==> src/design/bcpd_pkg.sv <==
package bcpd_pkg;

    // Field widths of one tick and of one result.
    localparam int COUNT_W = 16;
    localparam int ANGLE_W = 16;
    localparam int RATE_W  = 24;
    localparam int DRIVE_W = 16;
    localparam int GAIN_W  = 16;
    localparam int LIM_W   = 15;

    // Internal widths.
    localparam int BIAS_W  = ANGLE_W + 1;      // angle minus setpoint
    localparam int SSUM_W  = COUNT_W + 1;      // left plus right
    localparam int FILT_W  = 26;               // filtered speed, Q18.8
    localparam int INTEG_W = 24;               // speed integral, Q16.8
    localparam int MA_W    = FILT_W + 1;       // multiplier operand a
    localparam int MB_W    = GAIN_W + 1;       // multiplier operand b
    localparam int PROD_W  = MA_W + MB_W;
    localparam int ACC_W   = PROD_W + 1;
    localparam int UPR_W   = 30;               // upright term after truncation
    localparam int SPD_W   = 20;               // speed term after truncation
    localparam int SUM_W   = UPR_W + 1;

    // Configuration register indexes.
    localparam int CFG_IDX_W = 3;
    localparam logic [CFG_IDX_W-1:0] CFG_BALANCE_ANGLE = 3'd0;
    localparam logic [CFG_IDX_W-1:0] CFG_UPRIGHT_KP    = 3'd1;
    localparam logic [CFG_IDX_W-1:0] CFG_UPRIGHT_KD    = 3'd2;
    localparam logic [CFG_IDX_W-1:0] CFG_SPEED_KP      = 3'd3;
    localparam logic [CFG_IDX_W-1:0] CFG_SPEED_KI      = 3'd4;
    localparam logic [CFG_IDX_W-1:0] CFG_PWM_LIMIT     = 3'd5;

    // Filter weights (old 179/256, new 77/256 scaled by 256 for Q8) and
    // the integral bound of +/-10000.0 in Q16.8.
    localparam logic [GAIN_W-1:0]  FILT_OLD_WT  = 16'd179;
    localparam logic [GAIN_W-1:0]  FILT_NEW_WT  = 16'd19712;
    localparam logic [INTEG_W-1:0] INTEG_LIMIT  = 24'd2560000;

    typedef enum logic [2:0] {
        MUL_BIAS_KP,
        MUL_RATE_KD,
        MUL_FILT_OLD,
        MUL_SSUM_NEW,
        MUL_FILT_KP,
        MUL_INTEG_KI
    } t_mul_sel;

    typedef enum logic [1:0] {
        ACC_HOLD,
        ACC_LOAD,
        ACC_ADD
    } t_acc_op;

    typedef struct packed {
        logic     load_in;
        t_mul_sel mul_sel;
        t_acc_op  acc_op;
        logic     upd_upright;
        logic     upd_filt;
        logic     upd_integ;
        logic     out_load;
    } t_dp_cmd;

    typedef struct packed {
        logic out_stall;
    } t_dp_status;

endpackage

==> src/design/bcpd_ctrl.sv <==
module bcpd_ctrl
    import bcpd_pkg::*;
(
    input  logic       i_clk,
    input  logic       i_rst_n,
    input  logic       i_s_tvalid,
    output logic       o_s_tready,
    input  t_dp_status i_status,
    output t_dp_cmd    o_cmd
);

    typedef enum logic [9:0] {
        S_IDLE = 10'b00_0000_0001,
        S_M0   = 10'b00_0000_0010,
        S_M1   = 10'b00_0000_0100,
        S_M2   = 10'b00_0000_1000,
        S_M3   = 10'b00_0001_0000,
        S_M4   = 10'b00_0010_0000,
        S_M5   = 10'b00_0100_0000,
        S_M6   = 10'b00_1000_0000,
        S_M7   = 10'b01_0000_0000,
        S_M8   = 10'b10_0000_0000
    } t_state;

    t_state r_state;
    t_state n_state;

    assign o_s_tready = (r_state == S_IDLE);

    always_comb begin
        n_state = r_state;
        o_cmd   = '{load_in: 1'b0, mul_sel: MUL_BIAS_KP, acc_op: ACC_HOLD,
                    upd_upright: 1'b0, upd_filt: 1'b0, upd_integ: 1'b0,
                    out_load: 1'b0};
        unique case (r_state)
            S_IDLE: begin
                if (i_s_tvalid) begin
                    o_cmd.load_in = 1'b1;
                    n_state = S_M0;
                end
            end
            S_M0: begin
                o_cmd.mul_sel = MUL_BIAS_KP;
                n_state = S_M1;
            end
            S_M1: begin
                o_cmd.mul_sel = MUL_RATE_KD;
                o_cmd.acc_op  = ACC_LOAD;
                n_state = S_M2;
            end
            S_M2: begin
                o_cmd.mul_sel = MUL_FILT_OLD;
                o_cmd.acc_op  = ACC_ADD;
                n_state = S_M3;
            end
            S_M3: begin
                o_cmd.mul_sel     = MUL_SSUM_NEW;
                o_cmd.upd_upright = 1'b1;
                o_cmd.acc_op      = ACC_LOAD;
                n_state = S_M4;
            end
            S_M4: begin
                o_cmd.upd_filt = 1'b1;
                n_state = S_M5;
            end
            S_M5: begin
                o_cmd.upd_integ = 1'b1;
                o_cmd.mul_sel   = MUL_FILT_KP;
                n_state = S_M6;
            end
            S_M6: begin
                o_cmd.mul_sel = MUL_INTEG_KI;
                o_cmd.acc_op  = ACC_LOAD;
                n_state = S_M7;
            end
            S_M7: begin
                o_cmd.acc_op = ACC_ADD;
                n_state = S_M8;
            end
            S_M8: begin
                if (!i_status.out_stall) begin
                    o_cmd.out_load = 1'b1;
                    n_state = S_IDLE;
                end
            end
            default: begin
                n_state = S_IDLE;
            end
        endcase
    end

    always_ff @(posedge i_clk) begin
        if (!i_rst_n) begin
            r_state <= S_IDLE;
        end else begin
            r_state <= n_state;
        end
    end

endmodule

==> src/design/bcpd_datapath.sv <==
module bcpd_datapath
    import bcpd_pkg::*;
(
    input  logic                 i_clk,
    input  logic                 i_rst_n,
    input  logic                 i_cfg_we,
    input  logic [CFG_IDX_W-1:0] i_cfg_index,
    input  logic [GAIN_W-1:0]    i_cfg_data,
    input  logic [71:0]          i_s_tdata,
    input  t_dp_cmd              i_cmd,
    output t_dp_status           o_status,
    output logic                 o_m_tvalid,
    input  logic                 i_m_tready,
    output logic [DRIVE_W-1:0]   o_m_tdata,
    output logic                 o_m_tuser
);

    // Configuration registers.
    logic [ANGLE_W-1:0] r_bal_angle;
    logic [GAIN_W-1:0]  r_upr_kp;
    logic [GAIN_W-1:0]  r_upr_kd;
    logic [GAIN_W-1:0]  r_spd_kp;
    logic [GAIN_W-1:0]  r_spd_ki;
    logic [LIM_W-1:0]   r_pwm_lim;

    // Captured tick and working values.
    logic [BIAS_W-1:0]  r_bias;
    logic [RATE_W-1:0]  r_rate;
    logic [SSUM_W-1:0]  r_ssum;
    logic [PROD_W-1:0]  r_prod;
    logic [ACC_W-1:0]   r_acc;
    logic [UPR_W-1:0]   r_upright;
    logic [FILT_W-1:0]  r_filt;
    logic [INTEG_W-1:0] r_integ;

    logic [COUNT_W-1:0] w_left;
    logic [COUNT_W-1:0] w_right;
    logic [ANGLE_W-1:0] w_angle;
    logic [MA_W-1:0]    w_mul_a;
    logic [MB_W-1:0]    w_mul_b;
    logic [ACC_W-1:0]   w_prod_ext;
    logic [ACC_W-1:0]   w_acc_sum;
    logic [ACC_W-1:0]   w_upr_adj;
    logic [ACC_W-1:0]   w_spd_adj;
    logic [INTEG_W+2:0] w_integ_sum;
    logic [INTEG_W-1:0] w_integ_next;
    logic [SPD_W-1:0]   w_speed;
    logic [SUM_W-1:0]   w_sum;
    logic [SUM_W-1:0]   w_lim_pos;
    logic [SUM_W-1:0]   w_lim_neg;
    logic [DRIVE_W-1:0] w_drive;

    assign w_left  = i_s_tdata[15:0];
    assign w_right = i_s_tdata[31:16];
    assign w_angle = i_s_tdata[47:32];

    always_ff @(posedge i_clk) begin
        if (!i_rst_n) begin
            r_bal_angle <= 16'hFF00;
            r_upr_kp    <= 16'd3200;
            r_upr_kd    <= 16'd320;
            r_spd_kp    <= 16'd13107;
            r_spd_ki    <= 16'd66;
            r_pwm_lim   <= 15'd7200;
        end else if (i_cfg_we) begin
            unique case (i_cfg_index)
                CFG_BALANCE_ANGLE: r_bal_angle <= i_cfg_data;
                CFG_UPRIGHT_KP:    r_upr_kp    <= i_cfg_data;
                CFG_UPRIGHT_KD:    r_upr_kd    <= i_cfg_data;
                CFG_SPEED_KP:      r_spd_kp    <= i_cfg_data;
                CFG_SPEED_KI:      r_spd_ki    <= i_cfg_data;
                CFG_PWM_LIMIT:     r_pwm_lim   <= i_cfg_data[LIM_W-1:0];
                default: begin
                end
            endcase
        end
    end

    always_ff @(posedge i_clk) begin
        if (i_cmd.load_in) begin
            r_bias <= {w_angle[ANGLE_W-1], w_angle}
                      - {r_bal_angle[ANGLE_W-1], r_bal_angle};
            r_ssum <= {w_left[COUNT_W-1], w_left} + {w_right[COUNT_W-1], w_right};
            r_rate <= i_s_tdata[71:48];
        end
    end

    // Shared multiplier: signed operand a against a zero-extended gain.
    always_comb begin
        w_mul_a = '0;
        w_mul_b = '0;
        case (i_cmd.mul_sel)
            MUL_BIAS_KP: begin
                w_mul_a = {{(MA_W-BIAS_W){r_bias[BIAS_W-1]}}, r_bias};
                w_mul_b = {1'b0, r_upr_kp};
            end
            MUL_RATE_KD: begin
                w_mul_a = {{(MA_W-RATE_W){r_rate[RATE_W-1]}}, r_rate};
                w_mul_b = {1'b0, r_upr_kd};
            end
            MUL_FILT_OLD: begin
                w_mul_a = {r_filt[FILT_W-1], r_filt};
                w_mul_b = {1'b0, FILT_OLD_WT};
            end
            MUL_SSUM_NEW: begin
                w_mul_a = {{(MA_W-SSUM_W){r_ssum[SSUM_W-1]}}, r_ssum};
                w_mul_b = {1'b0, FILT_NEW_WT};
            end
            MUL_FILT_KP: begin
                w_mul_a = {r_filt[FILT_W-1], r_filt};
                w_mul_b = {1'b0, r_spd_kp};
            end
            MUL_INTEG_KI: begin
                w_mul_a = {{(MA_W-INTEG_W){r_integ[INTEG_W-1]}}, r_integ};
                w_mul_b = {1'b0, r_spd_ki};
            end
            default: begin
            end
        endcase
    end

    always_ff @(posedge i_clk) begin
        r_prod <= $signed(w_mul_a) * $signed(w_mul_b);
    end

    assign w_prod_ext = {r_prod[PROD_W-1], r_prod};
    assign w_acc_sum  = r_acc + w_prod_ext;

    always_ff @(posedge i_clk) begin
        case (i_cmd.acc_op)
            ACC_LOAD: r_acc <= w_prod_ext;
            ACC_ADD:  r_acc <= w_acc_sum;
            default: begin
            end
        endcase
    end

    // Division by 4096 truncated toward zero.
    assign w_upr_adj = r_acc + (r_acc[ACC_W-1] ? ACC_W'(4095) : '0);

    always_ff @(posedge i_clk) begin
        if (i_cmd.upd_upright) begin
            r_upright <= w_upr_adj[UPR_W+11:12];
        end
    end

    // Integral update with saturation.
    assign w_integ_sum = {{3{r_integ[INTEG_W-1]}}, r_integ}
                         + {r_filt[FILT_W-1], r_filt};

    always_comb begin
        if ($signed(w_integ_sum) > $signed({3'b000, INTEG_LIMIT})) begin
            w_integ_next = INTEG_LIMIT;
        end else if ($signed(w_integ_sum) < -$signed({3'b000, INTEG_LIMIT})) begin
            w_integ_next = -INTEG_LIMIT;
        end else begin
            w_integ_next = w_integ_sum[INTEG_W-1:0];
        end
    end

    always_ff @(posedge i_clk) begin
        if (!i_rst_n) begin
            r_filt  <= '0;
            r_integ <= '0;
        end else begin
            if (i_cmd.upd_filt) begin
                // Arithmetic shift by 8 rounds toward minus infinity.
                r_filt <= w_acc_sum[FILT_W+7:8];
            end
            if (i_cmd.upd_integ) begin
                r_integ <= w_integ_next;
            end
        end
    end

    // Speed term: division by 2^24 truncated toward zero, then the final sum.
    assign w_spd_adj = r_acc + (r_acc[ACC_W-1] ? ACC_W'(24'hFF_FFFF) : '0);
    assign w_speed   = w_spd_adj[SPD_W+23:24];
    assign w_sum     = {r_upright[UPR_W-1], r_upright}
                       + {{(SUM_W-SPD_W){w_speed[SPD_W-1]}}, w_speed};
    assign w_lim_pos = {{(SUM_W-LIM_W){1'b0}}, r_pwm_lim};
    assign w_lim_neg = -w_lim_pos;

    always_comb begin
        if ($signed(w_sum) > $signed(w_lim_pos)) begin
            w_drive = w_lim_pos[DRIVE_W-1:0];
        end else if ($signed(w_sum) < $signed(w_lim_neg)) begin
            w_drive = w_lim_neg[DRIVE_W-1:0];
        end else begin
            w_drive = w_sum[DRIVE_W-1:0];
        end
    end

    always_ff @(posedge i_clk) begin
        if (!i_rst_n) begin
            o_m_tvalid <= 1'b0;
        end else if (i_cmd.out_load) begin
            o_m_tvalid <= 1'b1;
        end else if (i_m_tready) begin
            o_m_tvalid <= 1'b0;
        end
    end

    always_ff @(posedge i_clk) begin
        if (i_cmd.out_load) begin
            o_m_tdata <= w_drive;
            o_m_tuser <= ~w_sum[SUM_W-1] && (w_sum != '0);
        end
    end

    assign o_status.out_stall = o_m_tvalid && !i_m_tready;

endmodule

==> src/design/balance_cascade_pd_pi_controller.sv <==
// Two-wheel balance controller: each input beat is one control tick carrying
// both wheel encoder counts, the tilt angle (Q8.8) and the tilt rate (Q16.8).
// The block forms the upright PD term, updates its speed low-pass filter and
// clamped speed integral, adds the speed PI term and returns one output beat
// with the drive value clamped to plus or minus pwm_limit and a flag that is
// high when the unclamped sum is above zero. The six products of a tick go
// one after another through the single shared 27 by 17 bit multiplier. One
// tick is worked on at a time; the next is accepted as soon as the previous
// result is in the output register, even while that result still waits to
// be taken.
// Gains and limits are written through the configuration port, which should
// only be used while no tick is in flight.
module balance_cascade_pd_pi_controller
    import bcpd_pkg::*;
(
    input  logic                 i_clk,
    input  logic                 i_rst_n,
    // Configuration write port.
    input  logic                 i_cfg_we,
    input  logic [CFG_IDX_W-1:0] i_cfg_index,
    input  logic [GAIN_W-1:0]    i_cfg_data,
    // Input stream.
    input  logic                 i_s_tvalid,
    output logic                 o_s_tready,
    // left_count [15:0], right_count [31:16], tilt_angle [47:32],
    // tilt_rate [71:48]
    input  logic [71:0]          i_s_tdata,
    // Output stream.
    output logic                 o_m_tvalid,
    input  logic                 i_m_tready,
    // drive [15:0]
    output logic [DRIVE_W-1:0]   o_m_tdata,
    // backward [0]
    output logic                 o_m_tuser
);

    t_dp_cmd    w_cmd;
    t_dp_status w_status;

    // The sequencer steps the datapath through the multiply and accumulate
    // schedule and holds the last step while the output beat waits to be taken.
    bcpd_ctrl u_ctrl (
        .i_clk      (i_clk),
        .i_rst_n    (i_rst_n),
        .i_s_tvalid (i_s_tvalid),
        .o_s_tready (o_s_tready),
        .i_status   (w_status),
        .o_cmd      (w_cmd)
    );

    // The datapath holds the configuration, the filter and integral state,
    // the shared multiplier with its accumulator and the output register.
    bcpd_datapath u_datapath (
        .i_clk       (i_clk),
        .i_rst_n     (i_rst_n),
        .i_cfg_we    (i_cfg_we),
        .i_cfg_index (i_cfg_index),
        .i_cfg_data  (i_cfg_data),
        .i_s_tdata   (i_s_tdata),
        .i_cmd       (w_cmd),
        .o_status    (w_status),
        .o_m_tvalid  (o_m_tvalid),
        .i_m_tready  (i_m_tready),
        .o_m_tdata   (o_m_tdata),
        .o_m_tuser   (o_m_tuser)
    );

endmodule
==> config.mk <==
export PLATFORM = sky130hd
export DESIGN_NAME = balance_cascade_pd_pi_controller
export DESIGN_NICKNAME = d
export VERILOG_FILES = /design/src/design/bcpd_pkg.sv /design/src/design/bcpd_ctrl.sv /design/src/design/bcpd_datapath.sv /design/src/design/balance_cascade_pd_pi_controller.sv
export SDC_FILE = /design/constraint.sdc
export NUM_CORES = 2
export LEC_CHECK = 0
export BUFFER_PORTS_ARGS = -buffer_cell sky130_fd_sc_hd__buf_2
export CAP_MARGIN = 10
export CELL_PAD_IN_SITES_DETAIL_PLACEMENT = 0
export CELL_PAD_IN_SITES_GLOBAL_PLACEMENT = 2
export CORE_MARGIN = 2
export CORE_UTILIZATION = 42
export CTS_BUF_LIST = sky130_fd_sc_hd__clkbuf_4 sky130_fd_sc_hd__clkbuf_8
export DETAILED_ROUTE_END_ITERATION = 8
export PLACE_DENSITY = 0.89
export SLEW_MARGIN = 20
export SYNTH_ARGS = -nofsm -noshare
export SYNTH_HDL_FRONTEND = slang
export SYNTH_SLANG_ARGS = --single-unit
export TNS_END_PERCENT = 5
==> constraint.sdc <==
create_clock -name i_clk -period 10.7 [get_ports i_clk]
set_clock_uncertainty 0.2 [all_clocks]
set_input_delay 0.535 -clock i_clk [delete_from_list [all_inputs] [get_ports i_clk]]
set_output_delay 0.535 -clock i_clk [all_outputs]
set_load 0.01 [all_outputs]
# [Word level (Yosys, flattened, before mapping)]
# Cells that the tools add are included.
[classes] add_sub_neg=8 n_mul=1 order_cmp=4 n_eq_ne=24 muxes=23 n_bitwise=1 n_reduce_logical=18
[ops] operator="one-hot mux 27 bit (5 select lines)" count=1
[ops] operator="one-hot mux 10 bit (10 select lines)" count=1
[ops] operator="one-hot mux 16 bit (6 select lines)" count=1
[ops] operator="one-hot mux 45 bit (2 select lines)" count=1
[ops] operator="2-to-1 mux 24 bit" count=3
[ops] operator="adder 45 bit" count=1
[ops] operator="adder 44 x 24 -> 44 bit" count=1
[ops] operator="multiplier 27 x 17 -> 44 bit" count=1
[ops] operator="adder 42 bit" count=1
[ops] operator="adder 30 x 20 -> 31 bit" count=1
[ops] operator="greater-than comparator 31 x 16 -> 1 bit" count=1
[ops] operator="less-than comparator 31 bit" count=1
[ops] operator="negator 15 -> 31 bit" count=1
[ops] operator="nonzero test 31 bit" count=1
[ops] operator="adder 24 x 26 -> 27 bit" count=1
[ops] operator="greater-than comparator 27 x 23 -> 1 bit (second input constant)" count=1
[ops] operator="less-than comparator 27 x 23 -> 1 bit (second input constant)" count=1
[ops] operator="2-to-1 mux 10 bit" count=2
[ops] operator="adder 16 x 16 -> 17 bit" count=1
[ops] operator="subtractor 16 x 16 -> 17 bit" count=1
[ops] operator="2-to-1 mux 16 bit" count=1
[ops] operator="2-to-1 mux 15 bit" count=1
[ops] operator="one-hot mux 3 bit (5 select lines)" count=1
[ops] operator="AND reduction 2 bit" count=7
[ops] operator="other kinds (26)" count=46
[totals] register_bits=350 in_bits=96 output_inout_bits=19

# [Logic depth before layout (Yosys ltp)]
[depth] ltp_word=6 mapped_depth=36

# [By module]
# A second synthesis with hierarchy kept.
[unflattened] cells_unflattened=4242 area_unflattened_um2=37837.5
[modules_own_cells] module="bcpd_datapath" n_inst=1 cells_per_inst=4176 area_per_inst_um2=37237.0
[modules_own_cells] module="bcpd_ctrl" n_inst=1 cells_per_inst=66 area_per_inst_um2=600.6

# [Least setup slack after synthesis]
# Ideal clock, no wire load.
[synth_path] path_kind="register to register" from="register u_ctrl.r_state[9]" to="register u_datapath.r_prod[43]" setup_ps=132 arrival_time_ps=9064 setup_slack_ps=1304 stages_incl_launch_ff=31 path_cell_list="dfxtp_1 > nor4_1 > nand2_1 > nor4_1 > clkbuf_1 > a222oi_1 > and3_1 > clkbuf_1 > nor2_1 > fa_1 > inv_1 > fa_1 > fa_1 > fa_1 > inv_1 > fa_1 > inv_1 > fa_1 > inv_1 > ha_1 > a21o_1 > a21o_1 > a21oi_1 > o21ai_0 > a211o_1 > a21oi_1 > o21ai_0 > a211oi_1 > nor3_1 > o211ai_1 > or3b_2"
[synth_between] elab_chain_len=6
[synth_lines] item="start: declaration" line_no="bcpd_ctrl.sv:25" rtl="t_state r_state;"
[synth_lines] item="start signal: assignment" line_no="bcpd_ctrl.sv:96" rtl="r_state <= n_state;"
[synth_lines] item="== test 10 x 8 -> 1 bit, or another cell as far along" line_no="bcpd_ctrl.sv:35" rtl="unique case (r_state)"
[synth_lines] item="one-hot mux 3 bit (5 select lines) (*)" line_no="bcpd_ctrl.sv:35"
[synth_lines] item="== test 3 x 2 -> 1 bit / == test 3 bit (equally long branches)" line_no="bcpd_datapath.sv:92" rtl="case (i_cmd.mul_sel)"
[synth_lines] item="OR reduction 2 bit (no source line)"
[synth_lines] item="one-hot mux 27 bit (5 select lines)" line_no="bcpd_datapath.sv:92"
[synth_lines] item="multiplier 27 x 17 -> 44 bit (*)" line_no="bcpd_datapath.sv:123" rtl="r_prod <= $signed(w_mul_a) * $signed(w_mul_b);"
[synth_lines] item="end signal: assignment" line_no="bcpd_datapath.sv:123"
[synth_lines] item="end: declaration" line_no="bcpd_datapath.sv:30" rtl="logic [PROD_W-1:0] r_prod;"
# Every way passes the cells marked *; elsewhere a longest branch is shown, timed or not.
# A chain may end at the register's enable or synchronous reset.

# [Final worst setup path]
# Ends and elaborated chain as after synthesis.

==> results.cfg <==
[status]
status = complete, no violations

[global_routing]
grt_max_degree = 81
grt_usage = 0.253
grt_pass1_wl_um = 178000
antenna_found_initial = 2
first_global_vias = 30100
grt-ovfl-total = 0

[final_layout]
drive_above_1_share = 0.0868
area_growth_pct = 10.3
multi_input_area_um2 = 26000
fillers = 8744
nets = 5212
seq_area_um2 = 8510

[yosys]
synth_most_common_cell = inv_1
synth_mux_area_frac = 0.0161
async_reset_ff_frac = 0
synthXorXnorAreaFrac = 0.0473
synth-compound-area-share = 0.137
synth_edf_count = 150
synth_common_cells = inv_1, nand2_1, fa_1, nor2_1, ha_1
syn_area_um2 = 37400
synth_top_family_by_area = adder cells
avgSynthCellArea_um2 = 8.77
synthAdderAreaFrac = 0.325
ys_top_cells_by_area = fa_1, edfxtp_1, dfxtp_1
synthSimpleGateAreaFrac = 0.167
yosys.area.top_type = fa_1
syn_inst = 4266
ys_seq_elements = 350
synth_cell_types = 89
synth.net_count = 5085
synthFlopType = dfxtp_1
synth_seq_area_share = 0.227
synth_warnings = 0
yosys.area.top_type_share = 0.221

[floorplanning]
fp.dieW_um = 303
initial_core_util = 0.424
core_um2 = 88400
dieArea_um2 = 91500
die_y_um = 303
rows = 109
io_pins = 115

[detailed_routing]
via_per_inst = 5.38
totalWireLength_um = 115000
ant_nets = 0
vias = 30200
avgRoutedWirePerCell_um = 20.5
first_pass_iters = 8
drc = 0
drtIter0Drc = 2636

[power]
powerDensity_nw_per_um2 = 174
p_int_mw = 4.10
ir_drop_v = 0.000125
switching_share = 0.429
power_frac_comb = 0.562
p_leak_nw = 18.9
seqPwrFrac = 0.234
switching_power_mw = 3.07
p_clk_frac = 0.204

[place]
dp_slack_ns = 0.872
port_buffers = 114
routabilityCongestion = 0.949
dp_hpwl_um = 93500

[cts]
cts_buffers = 61
cts_max_path_buffers = 3
cts_max_level = 2
cts_tree = built
cts.reportedPaths.clkPinSlew_ns = 0.06
cts_sinks = 350
worst_skew_pair.late_latency_ns = 0.70
cts_root_buf = clkbuf_8

[run]
drv_cap = 0

[hold_path]
worstHoldPathType = input port to flop

[timing]
max_freq_mhz = 101
tns_ns = 0
slew_violations = 0
setup_viol = 0
hold_violations = 0
slew_headroom = 0.244
setup_ws_ns = 0.796
min_period_ns = 9.90
period_share = 0.926
worst_pin_slew_ns = 1.13
grt_setup_unrepaired = no

[critical_path]
path_class = flop to flop
cp_slowest_cell = nand2_1
crit_required_ns = 11.06
critPathMostFrequentCell = fa_1
end_kind = flop
path_max_fanout = 34
cp.arrival_ns = 10.27
slowest_delay_ns = 0.65
startpoint_type = flop
## metal layers
metal,global-route usage,vias up,share of wire
met5,0,-,0
met4,0.0629,0,0.026
met3,0.0366,167,0.067
met2,0.408,963,0.45
met1,0.359,14700,0.46
li1,-,14400,-
## through the flow
stage | power [mW] | hold WS (ns) | instance area (um^2) | util | instances
final | 7.17 | 0.0729 | 41300 | 0.467 | 5612
after global routing | 7.80 | 0.0376 | 41300 | 0.467 | 5612
after CTS | 7.20 | 0.0209 | 41300 | 0.467 | 5610
after detailed placement | 5.69 | 0.258 | 39400 | 0.446 | 5452
after global placement | 5.67 | 0.252 | 39400 | 0.446 | 5452
after floorplan | 4.68 | 0.240 | 37400 | - | 4266
## power by group through the flow
stage               logic (mW)  clock network, mW  registers [mW]
global placement          3.97                  0            1.70
detailed placement        3.99                  0            1.70
finish                    4.03               1.46            1.68
CTS                       4.03               1.50            1.67
global route              4.56               1.55            1.69
floorplan                 3.03                  0            1.65
## final cells by class
type / count / area share
Sequential cell: 350 / 0.206
Tap cell: 1165 / 0.0353
Antenna cell: 1 / 0.0000606
Multi-Input combinational cell: 3127 / 0.629
Inverter: 631 / 0.0574
Clock buffer: 96 / 0.0296
Clock inverter: 20 / 0.00606
Timing Repair Buffer: 222 / 0.0363
## kinds of logic after synthesis
family	Yosys count
AO/OA/AOI/OAI	745
XOR/XNOR	202
adder cells (fa/ha/maj)	723
buffers and inverters	789
flip-flops	350
multiplexers	55
AND/OR/NAND/NOR	1402
## state kept, by name, indices dropped and copies added, names as in the netlist, 17 cells and up
register / cells
u_datapath.r_bias: 17
u_datapath.r_upright: 30
u_datapath.r_acc: 45
u_datapath.r_filt: 26
u_datapath.r_integ: 24
u_datapath.r_prod: 44
u_datapath.r_ssum: 17
u_datapath.r_rate: 24
## critical path, delay by kind of cell, from the launching register on
| family | cells | cell delay, ns |
|---|---|---|
| AND/OR/NAND/NOR | 8 | 2.74 |
| adder cells (fa/ha/maj) | 7 | 3.46 |
| AO/OA/AOI/OAI | 10 | 2.39 |
| buffers and inverters | 4 | 0.61 |
| flip-flops | 1 | 0.34 |
## final timing paths
kind | start | end | slack (ns) | cells after the start
max reg2reg | u_ctrl.r_state[9]$_SDFFE_PN0P_ | u_datapath.r_prod[43]$_DFF_P_ | 0.80 | 29
max | u_ctrl.r_state[9]$_SDFFE_PN0P_ | u_datapath.r_prod[43]$_DFF_P_ | 0.80 | 29
min | i_cfg_data[12] | u_datapath.r_upr_kp[12]$_SDFFE_PN0P_ | 0.07 | 3
min reg2reg | u_datapath.r_upr_kd[2]$_SDFFE_PN0P_ | u_datapath.r_upr_kd[2]$_SDFFE_PN0P_ | 0.27 | 2
## layout by cell type (no fill, tap or decap), drive strengths merged, types with 42 or more instances in the layout
master       netlist  layout
a21boi           109     109
a21o             104     104
a21oi            154     154
and3              52      52
buf               11     180
clkbuf           147      96
dfxtp            200     200
dlygate4sd3        0      42
edfxtp           150     150
fa               414     414
ha               309     309
inv              631     634
nand2            615     615
nand3            108     108
nor2             357     357
nor2b             42      42
nor3              54      54
o21ai            119     119
xnor2            143     143
xor2              59      59
## timing repair
item / CTS / global route
hold buffers: 42 / 0
endpoints found under the hold margin: 63 / 0
resized for setup: 0 / 0
buffers inserted: 0 / 0
Power figures use the tool's default switching activity.
